<file path="src/rtl/bqf_ram.sv">
// Generic single-write, single-read RAM with registered read data.
module bqf_ram #(
   parameter int WIDTH = 8,
   parameter int DEPTH = 8,
   localparam int ADDR_W = (DEPTH > 1) ? $clog2(DEPTH) : 1
) (
   input  logic              clock,
   input  logic              wr_en,
   input  logic [ADDR_W-1:0] wr_addr,
   input  logic [WIDTH-1:0]  wr_data,
   input  logic              rd_en,
   input  logic [ADDR_W-1:0] rd_addr,
   output logic [WIDTH-1:0]  rd_data
);

   logic [WIDTH-1:0] mem_ff [DEPTH];
   logic [WIDTH-1:0] rd_data_ff;

   always_ff @(posedge clock) begin
      if (wr_en) begin
         mem_ff[wr_addr] <= wr_data;
      end
      if (rd_en) begin
         rd_data_ff <= mem_ff[rd_addr];
      end
   end

   assign rd_data = rd_data_ff;

endmodule

</file>
<file path="config.mk">
export PLATFORM = sky130hd
export DESIGN_NAME = bqf_ram
export DESIGN_NICKNAME = d
export VERILOG_FILES = /design/src/rtl/bqf_ram.sv
export SDC_FILE = /design/constraint.sdc
export NUM_CORES = 1
export LEC_CHECK = 0
export BUFFER_PORTS_ARGS = -buffer_cell sky130_fd_sc_hd__buf_2
export CAP_MARGIN = 30
export CELL_PAD_IN_SITES_DETAIL_PLACEMENT = 1
export CELL_PAD_IN_SITES_GLOBAL_PLACEMENT = 1
export CORE_MARGIN = 5
export CORE_UTILIZATION = 51
export DETAILED_ROUTE_END_ITERATION = 10
export HOLD_SLACK_MARGIN = 0.06
export PLACE_DENSITY = 0.74
export SLEW_MARGIN = 20
export SYNTH_ARGS = -nofsm -noshare
export SYNTH_HDL_FRONTEND = slang
export SYNTH_SLANG_ARGS = --single-unit
</file>
<file path="constraint.sdc">
create_clock -name clock -period 1.9 [get_ports clock]
set_input_delay 0.095 -clock clock [delete_from_list [all_inputs] [get_ports clock]]
set_output_delay 0.095 -clock clock [all_outputs]
set_load 0.02 [all_outputs]
</file>
* After elaboration in Yosys (flattened, before gate mapping)
Memory sizes are Yosys's and may differ from the RTL's. A register that Yosys moved wholly into a read port is not among the register bits.
Cells that the tools add are included.
** Storage, ports and cells
- Bits in registers :: 0
- RAM bits :: 64
- Input port bits :: 17
- Output and inout bits :: 8
- Logic and storage cells :: 3
- Memories :: 1
** Memory list
- mem_ff :: words 8, width 8, rd ports 1, clocked after Yosys merged registers in 1, write ports 1, line 16 : logic [WIDTH-1:0] mem_ff [DEPTH];
** Operators by class
- Multiplexer cells :: 2
** Operators with widths (count)
- two-way mux 1 bit :: 2

* Longest topological paths before layout
- Word-level depth :: 2
- Depth in mapped cells :: 4

* Worst setup path after synthesis
No wires, ideal clock.
- Path type :: input to register
- Start point :: in rd_addr[0]
- End point :: reg rd_data_ff[1], in the netlist rd_data[1], read port of mem_ff (data pin)
- Setup time :: 0.260 ns
- Arrival :: 1.118 ns
- Required time :: 1.640 ns
- Slack :: 0.522 ns
- Stages :: 4
- Buffers on the path :: 2
- Cell sequence :: buf_6 > buf_12 > mux4_1 > mux2_2
** RTL lines
- start, declared :: line 12 : input logic [ADDR_W-1:0] rd_addr,
- end, declared :: line 17 : logic [WIDTH-1:0] rd_data_ff;

==> impl_metrics.py <==
metrics = {
    "cells_and_area": {
        "fin_nets": 176,
        "n_antenna_cell": 0,
        "fin_util": 0.620,
        "area_growth_syn_to_layout_pct": 16.4,
        "fillers": 451,
        "layoutNonFillerInstCount": 233,
        "drive_gt1_frac": 0.344,
    },
    "yosys": {
        "avgSynthCellArea_um2": 24.3,
        "ys_ff_latch": 72,
        "synthFlopType": "edfxtp_1",
        "synthesis.instances": 114,
        "synth_mux_area_frac": 0.183,
        "ys_warn_count": 0,
        "synth.cell_area_mm2": 0.00277,
        "synth-edff-count": 72,
        "yosys.area_share.adder": 0,
        "synthSimpleGateAreaFrac": 0.0212,
        "syn-num-nets": 131,
        "ys_types": 13,
        "seq_area_frac_synth": 0.780,
        "synthArstFlopShare": 0,
        "synth_compound_area_frac": 0,
        "synth_top_family_by_area": "multiplexers",
        "synth-xor-area-share": 0,
    },
    "floorplanning": {
        "dieWidth_um": 83.7,
        "die_h_um": 83.7,
        "boundaryPins": 25,
        "start_util": 0.532,
        "coreArea_mm2": 0.00520,
        "rows": 26,
        "dieArea_mm2": 0.00701,
    },
    "timing": {
        "fmax_mhz": 705,
        "fin_crit_ps": 1420,
        "finalHoldViolCount": 0,
        "fin_worst_skew_ps": 15.5,
        "rsz0062_at_grt": "no",
        "setup_violations": 0,
        "max_slew_margin": 0.693,
        "period_share": 0.746,
        "drv_slew": 0,
        "fin_hold_ws_ps": 86.6,
        "worst_slew_pin_slew_ps": 461,
        "setup_tns_ps": 0,
    },
    "global_route": {
        "grt_pass1_vias": 1417,
        "overflow": 0,
        "grt_max_degree": 17,
        "antenna_found_initial": 0,
        "grt_usage": 0.155,
        "grt_pass1_wl_mm": 7.75,
    },
    "clock_network": {
        "clock_latency_ps": 340,
        "cts_tree": "yes",
        "cts_sinks": 72,
        "htreeDepth": 3,
        "cts_setup_buffers": 0,
        "clkTransAtPathRegs_ps": 80,
        "cts_buffers": 9,
        "cts_root_buffer": "clkbuf_8",
        "cts_buffer_depth": 2,
    },
    "critical_path": {
        "cp_num_buf_inv": 0,
        "crit_fanout": 1,
        "crit_type": "flip-flop to flip-flop",
        "path_delay_family": "multiplexers",
        "crit_path_top_delay_cell": "mux4_1",
        "slowest_delay_ps": 530,
        "cp-start-kind": "flip-flop",
        "critPathRequiredTime_ps": 1980,
        "end_kind": "flip-flop",
        "worstPathArrival_ps": 1500,
        "path_cells": "mux4_1 -> mux2_2",
    },
    "detailed_routing": {
        "viasPerCell": 5.63,
        "vias": 1311,
        "post_drt_wl_per_cell_um": 21.8,
        "totalWireLength_mm": 5.09,
        "drcViolationCount": 0,
        "ant_nets": 0,
        "dr.pass1.iters": 4,
        "first_iter_violations": 80,
    },
    "status": {
        "status": "completed",
    },
    "placed_design": {
        "gp_congestion": 0.667,
        "hpwl_mm": 3.30,
        "place_inst": 211,
        "numPortBuffers": 24,
    },
    "worst_hold_path": {
        "hold_path.class": "input pin to flip-flop",
    },
    "power_and_ir_drop": {
        "leakagePower_nw": 1.12,
        "p_total_mw": 3.01,
        "p_per_area_mw_per_mm2": 933,
        "ir_drop_mv": 0.642,
    },
    "run": {
        "max-cap-violations": 0,
    },
}
[final timing paths]
path	startpoint	endpoint	slack, ps	depth (start not counted)
worst max register to register	mem_ff[1][0]	rd_data[0]	480	2
worst min-delay path	wr_data[0]	mem_ff[5][0]	90	1
worst max-delay path	mem_ff[1][0]	rd_data[0]	480	2
worst min register to register	mem_ff[0][1]	rd_data[1]	750	2
[power by group]
part           internal, mW  switching [mW]
logic                0.0925           0.104
registers              1.81          0.0137
clock network         0.458           0.528
[cells in the mapped netlist, types with 2 or more instances]
library cell / instances / share of area
nor3_1: 2 / 0.0036
edfxtp_1: 72 / 0.78
mux4_1: 15 / 0.14
mux2_2: 8 / 0.033
nor2_1: 6 / 0.0081
nand2b_1: 3 / 0.0068
nand2_1: 2 / 0.0027
[routing by layer]
metal | vias up | part of all wire | GRT usage
met4 | 0 | 0.012 | 0.0746
met3 | 5 | 0.035 | 0.0365
li1 | 580 | - | -
met1 | 696 | 0.41 | 0.188
met5 | - | 0 | 0
met2 | 30 | 0.54 | 0.261
[stage by stage]
stage	setup WS (ps)	area, µm²
after floorplan	522	2770
after global placement	267	3000
after detailed placement	230	3000
after CTS	473	3230
after global routing	447	3230
final	482	3230
[cell usage in the layout (no fill, tap or decap)]
master,Yosys,layout
nor2_1,6,6
nor3_1,2,2
buf_4,0,8
nand2b_1,3,3
dlygate4sd3_1,0,7
mux2_2,8,8
clkinv_2,0,3
edfxtp_1,72,72
clkbuf_8,0,9
nand2_1,2,2
mux4_1,15,15
mux4_2,1,1
buf_2,1,24
clkinvlp_4,0,3
[layout make-up]
class | count | area, µm² | share of cell area
sequential | 72 | 2160 | 0.670
multi-input combinational | 37 | 566 | 0.175
timing repair buffer | 39 | 250 | 0.0775
clock buffer | 9 | 124 | 0.0384
tap | 70 | 87.6 | 0.0271
clock inverter | 6 | 37.5 | 0.0116
[flip-flops by register name, summed over array words and instances (netlist names)]
signal   count
mem_ff      64
rd_data      8
[worst register-to-register path: cells and delay by family, from the launching register on]
kind	cells	cell delay [ps]
DFF	1	370
muxes	2	800
[cell families (layout without fill, tap and decap cells)]
family                 Yosys count  count (layout)
and+or+nand+nor                 13              13
muxes                           24              24
buffers and inverters            5              54
DFF                             72              72
[repair_timing]
item                      in CTS  in global routing
hold buffers                   7                  0
resized for setup              0                  0
hold endpoints to repair      56                  0
Note: power is estimated with default switching activity, not from simulation.
