<file path="config.mk">
export PLATFORM = sky130hd
export DESIGN_NAME = bqf_coef_regs
export DESIGN_NICKNAME = d
export VERILOG_FILES = /design/src/rtl/bqf_pkg.sv /design/src/rtl/bqf_coef_regs.sv
export SDC_FILE = /design/constraint.sdc
export NUM_CORES = 1
export LEC_CHECK = 0
export BUFFER_PORTS_ARGS = -buffer_cell sky130_fd_sc_hd__buf_2
export CORE_MARGIN = 8
export CORE_UTILIZATION = 30
export DETAILED_ROUTE_END_ITERATION = 16
export HOLD_SLACK_MARGIN = 0.08
export PLACE_DENSITY = 0.52
export SLEW_MARGIN = 20
export SYNTH_ARGS = -nofsm -noshare
export SYNTH_HDL_FRONTEND = slang
export SYNTH_SLANG_ARGS = --single-unit
</file>
<file path="constraint.sdc">
create_clock -name clock -period 1.65 [get_ports clock]
set_clock_uncertainty 0.1 [all_clocks]
set_input_delay 0.0825 -clock clock [delete_from_list [all_inputs] [get_ports clock]]
set_output_delay 0.0825 -clock clock [all_outputs]
set_load 0.01 [all_outputs]
</file>
<file path="src/rtl/bqf_pkg.sv">
// Shared types, constants and register codes of the multichannel biquad filter.
package bqf_pkg;

   localparam int SAMPLE_W         = 24;
   localparam int CHAN_W           = 3;
   localparam int COEF_W           = 32;
   localparam int FRAC_SHIFT       = 28;
   localparam int CSR_INDEX_W      = 3;
   localparam int DEFAULT_CHANNELS = 8;

   localparam int SAMPLE_MAX = 8388607;
   localparam int SAMPLE_MIN = -8388608;

   localparam logic signed [COEF_W-1:0] COEF_ONE  = 32'sh1000_0000;
   localparam logic signed [COEF_W-1:0] COEF_ZERO = '0;

   typedef enum logic [CSR_INDEX_W-1:0] {
      REG_B0 = 3'd0,
      REG_B1 = 3'd1,
      REG_B2 = 3'd2,
      REG_A1 = 3'd3,
      REG_A2 = 3'd4
   } reg_index_type;

   typedef struct packed {
      logic signed [COEF_W-1:0] b0;
      logic signed [COEF_W-1:0] b1;
      logic signed [COEF_W-1:0] b2;
      logic signed [COEF_W-1:0] a1;
      logic signed [COEF_W-1:0] a2;
   } coef_set_type;

   // Per-channel filter history, one memory word per channel.
   typedef struct packed {
      logic signed [SAMPLE_W-1:0] y2;
      logic signed [SAMPLE_W-1:0] y1;
      logic signed [SAMPLE_W-1:0] x2;
      logic signed [SAMPLE_W-1:0] x1;
   } hist_type;

   localparam int HIST_W = $bits(hist_type);

endpackage

</file>
<file path="src/rtl/bqf_coef_regs.sv">
// Coefficient register file written through the configuration channel.
module bqf_coef_regs
   import bqf_pkg::*;
(
   input  logic                   clock,
   input  logic                   reset,
   input  logic                   csr_valid,
   output logic                   csr_ready,
   input  logic [CSR_INDEX_W-1:0] csr_index,
   input  logic [COEF_W-1:0]      csr_wdata,
   output coef_set_type           coefs
);

   coef_set_type coef_ff;
   coef_set_type coef_in;

   always_comb begin
      coef_in = coef_ff;
      if (csr_valid) begin
         unique case (reg_index_type'(csr_index))
            REG_B0:  coef_in.b0 = csr_wdata;
            REG_B1:  coef_in.b1 = csr_wdata;
            REG_B2:  coef_in.b2 = csr_wdata;
            REG_A1:  coef_in.a1 = csr_wdata;
            REG_A2:  coef_in.a2 = csr_wdata;
            default: coef_in = coef_ff;
         endcase
      end
   end

   // The reset set makes the filter a pass-through.
   always_ff @(posedge clock) begin
      if (reset) begin
         coef_ff <= '{b0: COEF_ONE, b1: COEF_ZERO, b2: COEF_ZERO,
                      a1: COEF_ZERO, a2: COEF_ZERO};
      end else begin
         coef_ff <= coef_in;
      end
   end

   assign csr_ready = 1'b1;
   assign coefs     = coef_ff;

endmodule

</file>
# [Word-level counts from Yosys, hierarchy flattened]
# Cells that the tools add are included.
[op_classes] eq_ne=4 reduce_logical=6
[ops] operator="$reduce_and 2->1" n=5
[ops] operator="$eq 3x2->1 const B" n=2
[ops] operator="$eq 3x1->1 const B" n=1
[ops] operator="$eq 3x3->1 const B" n=1
[ops] operator="$logic_not 3->1" n=1
[totals] reg_bits=160 in_bits=38 output_inout_bits=161 elab_cells=15

# [Longest topological paths before layout]
# Gate-level depths: netlist of run 1.
[logic_depth] ltp_word=2 mapped_depth=4 mapped_depth_nobuf=2

# [Worst setup path after synthesis of run 1]
# OpenSTA, ideal clock, no wires.
[synth_path] path_type="input to register" from="input csr_index[0]" to="register coef_ff (netlist bit coefs[149])" setup_ps=122 t_arrival_ps=877 t_required_ps=1428 setup_slack_ps=551 path_stages=3 path_cell_list="or4b_1 -> buf_6 -> mux2i_1"
[synth_via] elab_chain_len=2
[synth_rtl] item="start, declared" line="bqf_coef_regs.sv:9" text="input logic [CSR_INDEX_W-1:0] csr_index,"
[synth_rtl] item="$logic_not 3->1" line="bqf_coef_regs.sv:20" text="unique case (reg_index_type'(csr_index))"
[synth_rtl] item="$reduce_and 2->1 (no source line)"
[synth_rtl] item="end signal, assigned" line="bqf_coef_regs.sv:34" text="coef_ff <= '{b0: COEF_ONE, b1: COEF_ZERO, b2: COEF_ZERO,"
[synth_rtl] item="end signal, assigned" line="bqf_coef_regs.sv:37" text="coef_ff <= coef_in;"
[synth_rtl] item="end, declared" line="bqf_coef_regs.sv:14" text="coef_set_type coef_ff;"
# Every way passes these cells.
# A chain may end at the register's enable or synchronous reset.

==> results of run 1 <==
synthesized netlist by cell type:
master,instances
nor2_1,2
buf_4,8
conb_1,1
nand4b_1,1
nor4b_4,1
mux2i_1,160
dfxtp_1,160
nor4bb_1,1
nand4bb_1,3
or4b_1,1
nand2b_1,191
buf_6,3
clkbuf_1,22
buf_2,7
placed cells by master (no fill, tap or decap), types with 2 or more instances in the layout:
| cell type | n |
|---|---|
| nand4bb_4 | 2 |
| clkbuf_8 | 2 |
| mux2i_1 | 160 |
| nand2b_1 | 191 |
| buf_12 | 8 |
| buf_2 | 196 |
| nor2_1 | 2 |
| clkbuf_16 | 17 |
| dlygate4sd3_1 | 33 |
| clkinvlp_4 | 4 |
| clkinv_4 | 3 |
| inv_6 | 4 |
| dfxtp_1 | 160 |
| buf_4 | 4 |
power by group:
group	total, mW	internal [mW]	switching, mW
Combinational	0.662	0.334	0.328
Clock	3.85	2.18	1.67
Sequential	4.00	3.95	0.0475
stage by stage:
stage | hold slack, ns | power [mW] | area (um2) | cells | utilization
after floorplan | 0.150 | 4.43 | 6310 | 561 | -
after CTS | 0.143 | 8.66 | 8570 | 1069 | 0.411
after detailed placement | 0.297 | 4.70 | 7660 | 1004 | 0.368
after global routing | 0.163 | 8.90 | 8570 | 1070 | 0.411
after global placement | 0.298 | 4.68 | 7660 | 1004 | 0.368
final | 0.169 | 8.51 | 8570 | 1070 | 0.411
cell type report:
class,instances,area (um2),share of cell area
flip-flops and latches,160,3200,0.374
multi-input cells,361,2940,0.343
repair buffers,241,1500,0.175
clock buffers,19,453,0.0529
well taps,275,344,0.0402
clock inverters,13,126,0.0147
diodes,1,2.50,0.000292
kinds of logic after synthesis:
group | after synthesis | synth area share
buffers and inverters | 40 | 0.0335
DFF | 160 | 0.508
muxes | 160 | 0.254
other | 1 | 0.000594
and+or+nand+nor | 200 | 0.204
per-layer routing:
metal	wire, um	GRT usage	part of all wire
met5	0	0	0
met4	271	0.0501	0.015
met3	1230	0.0501	0.068
met2	8130	0.216	0.45
met1	8320	0.176	0.46
critical path, stage by stage:
cell and delay, ns:
dlygate4sd3_1 0.53, buf_4 0.28, buf_12 0.26, nand2b_1 0.29, mux2i_1 0.12
final timing paths:
check             cells after the start         start         end  slack [ns]
hold / removal                        4  csr_index[0]  coefs[156]        0.17
setup / recovery                      5         reset   coefs[39]        0.23
hold reg to reg                       2    coefs[145]  coefs[145]        0.37
setup reg to reg                      2    coefs[152]  coefs[152]        0.93
timing repair:
item,in CTS,in global routing
endpoints found under the hold margin,160,0
gates resized for setup,0,0
hold buffers,33,0
==> impl_metrics.tcl, run 1 <==
set metrics [dict create \
    outcome "complete, no violations" \
    grt_pass1_vias 4891 \
    drtPass1Iterations 6 \
    finalNetCount 819 \
    worstPathRequired_ns 1.85 \
    grt_max_degree 69 \
    grt_setup_unrepaired "false" \
    synthesis.area_um2 6310 \
    nFillCells 2007 \
    dieArea_um2 25900 \
    antenna_left 0 \
    syn-num-nets 599 \
    synth_area_leaders "dfxtp_1, mux2i_1, nand2b_1" \
    dp_slack_ns 0.148 \
    post-cts-setup-buffers 0 \
    port_buffers 197 \
    hp-class "input port to flip-flop" \
    grt_overflow 0 \
    grt_usage 0.140 \
    setup_viol 0 \
    wirelength_um 17900 \
    clock-sinks 160 \
    cp.arrival_ns 1.62 \
    vias 4643 \
    clk_pin_slew_ns 0.07 \
    worstMarginPinSlew_ns 0.522 \
    synth_cell_types 14 \
    drt_iter0_drc 200 \
    cts_buffers 17 \
    rows 53 \
    cts_root_buffer "clkbuf_16" \
    final.setup.tns_ns 0 \
    largest_reg_flops 160 \
    ys_seq_area_frac 0.508 \
    cap_violations 0 \
    cts_buffer_depth 2 \
    post_drt_wl_per_cell_um 16.8 \
    max_slew_margin 0.652 \
    drv_slew 0 \
    clock_latency_ns 0.41 \
    finalHoldViolCount 0 \
    io_pins 199 \
    tritoncts "yes" \
    fp.dieH_um 161 \
    h-tree-depth 4 \
    ys_warn_count 0 \
    p_leak_nw 4.43 \
    ys_ff_latch 160 \
    syn_avg_cell_area_um2 11.2 \
    ir_worst_vdd_v 0.000582 \
    synthCells 561 \
    dpl.hpwl_um 12300 \
    max_freq_mhz 707 \
    power_density_nw_per_um2 993 \
    grt_pass1_wl_um 28600 \
    gp_congestion 0.740 \
    drc 0 \
    period_share 0.858 \
    die_x_um 161 \
    path_max_fanout 68 \
    fin_crit_ns 1.42 \
    coreArea_um2 20800 \
    initial_core_util 0.303 \
    end_kind "flip-flop" \
    area_growth_pct 35.8 \
    routed_via_density 4.34 \
    antenna_found_initial 1 \
    worst_slack_ns 0.235 \
    crit_path_start_kind "input port" \
    yosys.area.top_type "dfxtp_1" \
    synth_top_area_share 0.508 \
    path_class "input port to flip-flop" \
    drive_above_1_share 0.309 \
]
Note: power is estimated with default switching activity, not from simulation.
==> run 2, diff against run 1 <==
--- a/config.mk
+++ b/config.mk
@@ -5,6 +5,7 @@
 export SDC_FILE = /design/constraint.sdc
 export NUM_CORES = 1
 export LEC_CHECK = 0
+export ABC_AREA = 1
 export BUFFER_PORTS_ARGS = -buffer_cell sky130_fd_sc_hd__buf_2
 export CORE_MARGIN = 8
 export CORE_UTILIZATION = 30
==> constraint.sdc (replaced) <==
create_clock -name clock -period 1.6 [get_ports clock]
set_clock_uncertainty 0.1 [all_clocks]
set_input_delay 0.08 -clock clock [delete_from_list [all_inputs] [get_ports clock]]
set_output_delay 0.08 -clock clock [all_outputs]
set_load 0.01 [all_outputs]
==> run 2 against run 1 <==
Register-to-register slack got worse by 0.03 ns. Global-route usage up 3.1 points. Count of clock-buffer cells in the layout up 6. Highest routed layer is now met5. Worst hold slack worse by 0.0028 ns. Non-clock buffer count rose by 11. Largest power group unchanged. Routed wire length up 25%. Total power up 11%.
==> impl_metrics.tcl, run 2 <==
set metrics [dict create \
    routed_via_density 4.52 \
    area_growth_pct 37.0 \
    dpl.hpwl_um 14800 \
    nFillCells 2267 \
    holdPathEnd "coefs[156]" \
    drc 0 \
    drtPass1Iterations 5 \
    yosys.area.top_type "dfxtp_1" \
    synth_top_area_share 0.506 \
    grt_setup_unrepaired "false" \
    power_density_nw_per_um2 1090 \
    port_buffers 197 \
    final_util 0.415 \
    fin_crit_ns 1.52 \
    layout_common_cells "nor2_1, buf_2, nand2_1" \
    hold_path_depth 6 \
    synthCells 920 \
    cts_root_buffer "clkbuf_16" \
    rrSetupSlack_ns 0.90 \
    synth_edf_count 0 \
    cts_buffer_depth 2 \
    cts_buffers 17 \
    post_drt_wl_per_cell_um 15.9 \
    syn-num-nets 958 \
    rr_startpoint "coefs[85]" \
    dieArea_um2 26000 \
    ys_ff_latch 160 \
    regArea_um2 3200 \
    ys_warn_count 0 \
    max_freq_mhz 656 \
    r2r-end "coefs[85]" \
    synth_area_leaders "dfxtp_1, nor2_1, nand3_1" \
    tritoncts "yes" \
    cap_violations 0 \
    synth_async_sr_flop_share 0 \
    clock_latency_ns 0.41 \
    power_mw 9.41 \
    coreArea_um2 20900 \
    final_common_cell "nor2_1" \
    hp-class "input port to flip-flop" \
    drive_above_1_share 0.225 \
    h-tree-depth 4 \
    final_cells 1414 \
    setup_viol 0 \
    multi_input_area_um2 2730 \
    wirelength_um 22500 \
    io_pins 199 \
    fp.dieH_um 161 \
    grt_pass1_vias 6023 \
    rows 53 \
    synthesis.area_um2 6330 \
    reg2reg_depth 2 \
    path_max_fanout 5 \
    insertedDiodeCount 0 \
    final.setup.tns_ns 0 \
    period_share 0.952 \
    gp_congestion 0.769 \
    outcome "complete, no violations" \
    end_kind "flip-flop" \
    syn_avg_cell_area_um2 6.88 \
    clk_pin_slew_ns 0.06 \
    synth-main-ff-cell "dfxtp_1" \
    dp_slack_ns 0.332 \
    drt_iter0_drc 428 \
    antenna_found_initial 2 \
    synth_cell_types 11 \
    holdWs_ns 0.166 \
    ctsResizeCount 0 \
    antenna_left 0 \
    drv_slew 0 \
    ir_worst_vdd_v 0.000682 \
    path_class "input port to flip-flop" \
    vias 6386 \
    grt_max_degree 76 \
    worst_slack_ns 0.0763 \
    placed_area_um2 7720 \
    die_x_um 161 \
    finalNetCount 1164 \
    finalHoldViolCount 0 \
    grt_usage 0.170 \
    dpl.cell_count 1346 \
    grt_overflow 0 \
    clock-sinks 160 \
    worstPathRequired_ns 1.81 \
    min-delay-start "csr_index[2]" \
    fin_area_um2 8670 \
    initial_core_util 0.303 \
    crit_path_start_kind "input port" \
    p_leak_nw 4.22 \
    yosys-top-cells-count "nor2_1, nand2_1, dfxtp_1, nand3_1, buf_2" \
    yosysMostFrequentCell "nor2_1" \
    ys_seq_area_frac 0.506 \
    cp.arrival_ns 1.73 \
    largest_reg_flops 160 \
    grt_pass1_wl_um 35200 \
]
-- run 2: cell types whose count changed after synthesis, moves of 38 or more --
cell / delta
mux2i_1: -160
nand3_1: +160
nor2_1: +319
nand2_1: +168
nand2b_1: -191
buf_2: +38
-- run 2: report_power, final --
group	total [mW]	leakage, nW	internal (mW)	switching (mW)
registers	4.20	1.30	4.12	0.0799
clock network	4.13	0.288	2.48	1.65
logic	1.08	2.63	0.407	0.668
total	9.41	4.22	7.01	2.40
-- run 2: layout make-up --
| class | instances | area share |
|---|---|---|
| clock inverters | 7 | 0.0114 |
| clock buffers | 25 | 0.0571 |
| multi-input cells | 656 | 0.315 |
| well taps | 275 | 0.0397 |
| repair buffers | 252 | 0.190 |
| inverters | 39 | 0.0172 |
| flip-flops and latches | 160 | 0.369 |
-- run 2: how the worst max path moves through the flow --
stage,from,to,slack [ns],depth (start not counted)
3_3_place_gp,csr_index[2],coefs[137],0.37,7
4_1_cts,csr_wdata[30],coefs[94],0.12,7
2_1_floorplan,csr_valid,coefs[119],0.67,7
6_report,csr_wdata[30],coefs[94],0.08,7
3_5_place_dp,csr_index[2],coefs[112],0.33,7
5_1_grt,csr_wdata[30],coefs[94],0.01,7
-- run 2: worst max-delay path: stages --
cell	delay [ns]
dlygate4sd3_1	0.54
buf_2	0.12
inv_1	0.21
nand3_1	0.11
dlygate4sd3_1	0.57
nand2_1	0.06
nor2_1	0.04
-- run 2: routing by layer --
metal,global-route usage,share of wire,up-vias
met5,0,0.00080,-
met4,0.0501,0.015,4
met3,0.0461,0.058,26
met2,0.264,0.45,185
met1,0.227,0.47,2918
li1,-,-,3253
-- run 2: kinds of logic (layout without fill, tap and decap cells) --
family / after synthesis / in the layout / share of synthesized area
AND/OR/NAND/NOR: 655 / 655 / 0.422
other: 1 / 1 / 0.000592
flip-flops: 160 / 160 / 0.506
buffers and inverters: 104 / 323 / 0.0711
-- run 2: timing repair --
| item | 4_1_cts | 5_1_grt |
|---|---|---|
| hold endpoints to repair | 160 | 0 |
| endpoints found under the setup margin | 0 | 0 |
| setup buffers | 0 | 0 |
| hold buffers | 36 | 0 |
==> run 3, diff against run 2 <==
--- a/config.mk
+++ b/config.mk
@@ -5,7 +5,6 @@
 export SDC_FILE = /design/constraint.sdc
 export NUM_CORES = 1
 export LEC_CHECK = 0
-export ABC_AREA = 1
 export BUFFER_PORTS_ARGS = -buffer_cell sky130_fd_sc_hd__buf_2
 export CORE_MARGIN = 8
 export CORE_UTILIZATION = 30
==> run 3 against run 2 <==
Non-clock buffer count shrank 11. Clock power grew 3%. Sequential power shrank 2%. Total power shrank 3.9%. Worst hold slack lost 0.0031 ns.
==> impl_metrics.tcl, run 3 (synthesis results as in run 1) <==
set metrics [dict create \
    power_density_nw_per_um2 1050 \
    max_freq_mhz 888 \
    regArea_um2 3200 \
    clock-sinks 160 \
    clock_latency_ns 0.41 \
    gp_congestion 0.722 \
    end_kind "primary output" \
    p_int_mw 6.97 \
    period_share 0.704 \
    cap_violations 0 \
    crit_path_start_kind "flip-flop" \
    tritoncts "yes" \
    critical_path.slowest_cell "dfxtp_1" \
    dpl.hpwl_um 12500 \
    post-cts-setup-buffers 0 \
    io_pins 199 \
    grt_pass1_vias 4942 \
    coreArea_um2 20800 \
    grt_setup_unrepaired "false" \
    vias 4658 \
    cts_buffers 17 \
    largest_reg_flops 160 \
    crit_chain "buf_2" \
    die_x_um 161 \
    multi_input_area_um2 2940 \
    final.setup.tns_ns 0 \
    p_leak_nw 4.44 \
    finalHoldViolCount 0 \
    hp-class "input port to flip-flop" \
    fp.dieH_um 161 \
    r2r-end "coefs[90]" \
    cp.arrival_ns 0.95 \
    holdPathEnd "coefs[121]" \
    holdWs_ns 0.163 \
    drive_above_1_share 0.307 \
    min-delay-start "reset" \
    initial_core_util 0.303 \
    grt_max_degree 108 \
    critPathBufInv 1 \
    antenna_found_initial 0 \
    power_mw 9.05 \
    finalNetCount 819 \
    wirelength_um 18100 \
    comb_power_share 0.075 \
    worstPathRequired_ns 1.42 \
    worst_path_largest_cell_delay_ns 0.38 \
    layout_common_cells "buf_2, nand2b_1, mux2i_1, dfxtp_1, dlygate4sd3_1" \
    swShare 0.229 \
    fin_area_um2 8580 \
    antenna_left 0 \
    hold_path_depth 4 \
    drt_iter0_drc 217 \
    port_buffers 197 \
    grt_pass1_wl_um 28700 \
    cts_root_buffer "clkbuf_16" \
    grt_usage 0.139 \
    path_class "flip-flop to primary output" \
    path_max_fanout 2 \
    h-tree-depth 4 \
    p_switching_mw 2.07 \
    crit_family "flip-flops" \
    outcome "complete, no violations" \
    dieArea_um2 25900 \
    routed_via_density 4.36 \
    ir_worst_vdd_v 0.000598 \
    power_frac_clock 0.469 \
    area_growth_pct 36.1 \
    drc 0 \
    fin_crit_ns 1.13 \
    power.share.sequential 0.456 \
    grt_overflow 0 \
    placed_area_um2 7650 \
    cts_buffer_depth 2 \
    reg2reg_depth 2 \
    drv_slew 0 \
    nFillCells 1972 \
    rr_startpoint "coefs[90]" \
    rrSetupSlack_ns 0.87 \
    final_common_cell "buf_2" \
    insertedDiodeCount 0 \
    rows 53 \
    drtPass1Iterations 4 \
    post_drt_wl_per_cell_um 16.9 \
    setup_viol 0 \
    clk_pin_slew_ns 0.06 \
]
run 3: cell types whose count changed in the layout (fill, tap and decap cells not counted), moves of 4 or more:
cell,delta
buf_12,-6
inv_1,-36
nand2b_1,+191
nand2_1,-168
nor2_1,-316
dlygate4sd3_1,-4
mux2i_1,+160
nand3_1,-160
nor2_4,-9
run 3: power groups by stage:
stage	registers (mW)	logic, mW	clock network (mW)
after global placement	4.21	0.618	0
final	4.12	0.682	4.24
after detailed placement	4.21	0.631	0
after CTS	4.12	0.694	4.36
after floorplan	4.24	0.324	0
after global routing	4.13	0.739	4.56
run 3: what timing repair did:
action | CTS | global route
gates resized for setup | 0 | 0
hold buffers | 32 | 0
hold endpoints to repair | 160 | 0
run 3: worst reg2reg max path, stage by stage (launching register included):
cell and delay (ns):
dfxtp_1 0.38, nand2b_1 0.07, mux2i_1 0.12
run 3: cell type report:
type / count / share of cell area
flip-flops and latches: 160 / 0.373
multi-input cells: 361 / 0.342
repair buffers: 241 / 0.173
clock buffers: 21 / 0.0536
well taps: 275 / 0.0401
clock inverters: 11 / 0.0178
run 3: layer usage:
metal	GRT usage	vias to the layer above	routed length, um
li1	-	2294	-
met1	0.173	2218	8300
met2	0.227	130	8530
met3	0.0456	16	1080
met4	0.0379	0	174
met5	0	-	0
run 3: worst max-delay path by stage:
stage | endpoint | from | slack, ns | cells past startpoint
floorplan | coefs[149] | csr_index[0] | 0.50 | 3
global placement | coefs[157] | csr_index[0] | 0.16 | 3
detailed placement | coefs[154] | csr_index[0] | 0.12 | 3
CTS | coefs[27] | coefs[27] | 0.45 | 1
global route | coefs[27] | coefs[27] | 0.43 | 1
finish | coefs[90] | coefs[90] | 0.47 | 1
run 3: per-stage QoR:
step / setup slack (ns) / instances / util
2_1_floorplan: 0.504 / 561 / -
3_3_place_gp: 0.160 / 1005 / 0.367
3_5_place_dp: 0.121 / 1005 / 0.367
4_1_cts: 0.455 / 1069 / 0.412
5_1_grt: 0.430 / 1069 / 0.412
6_report: 0.474 / 1069 / 0.412
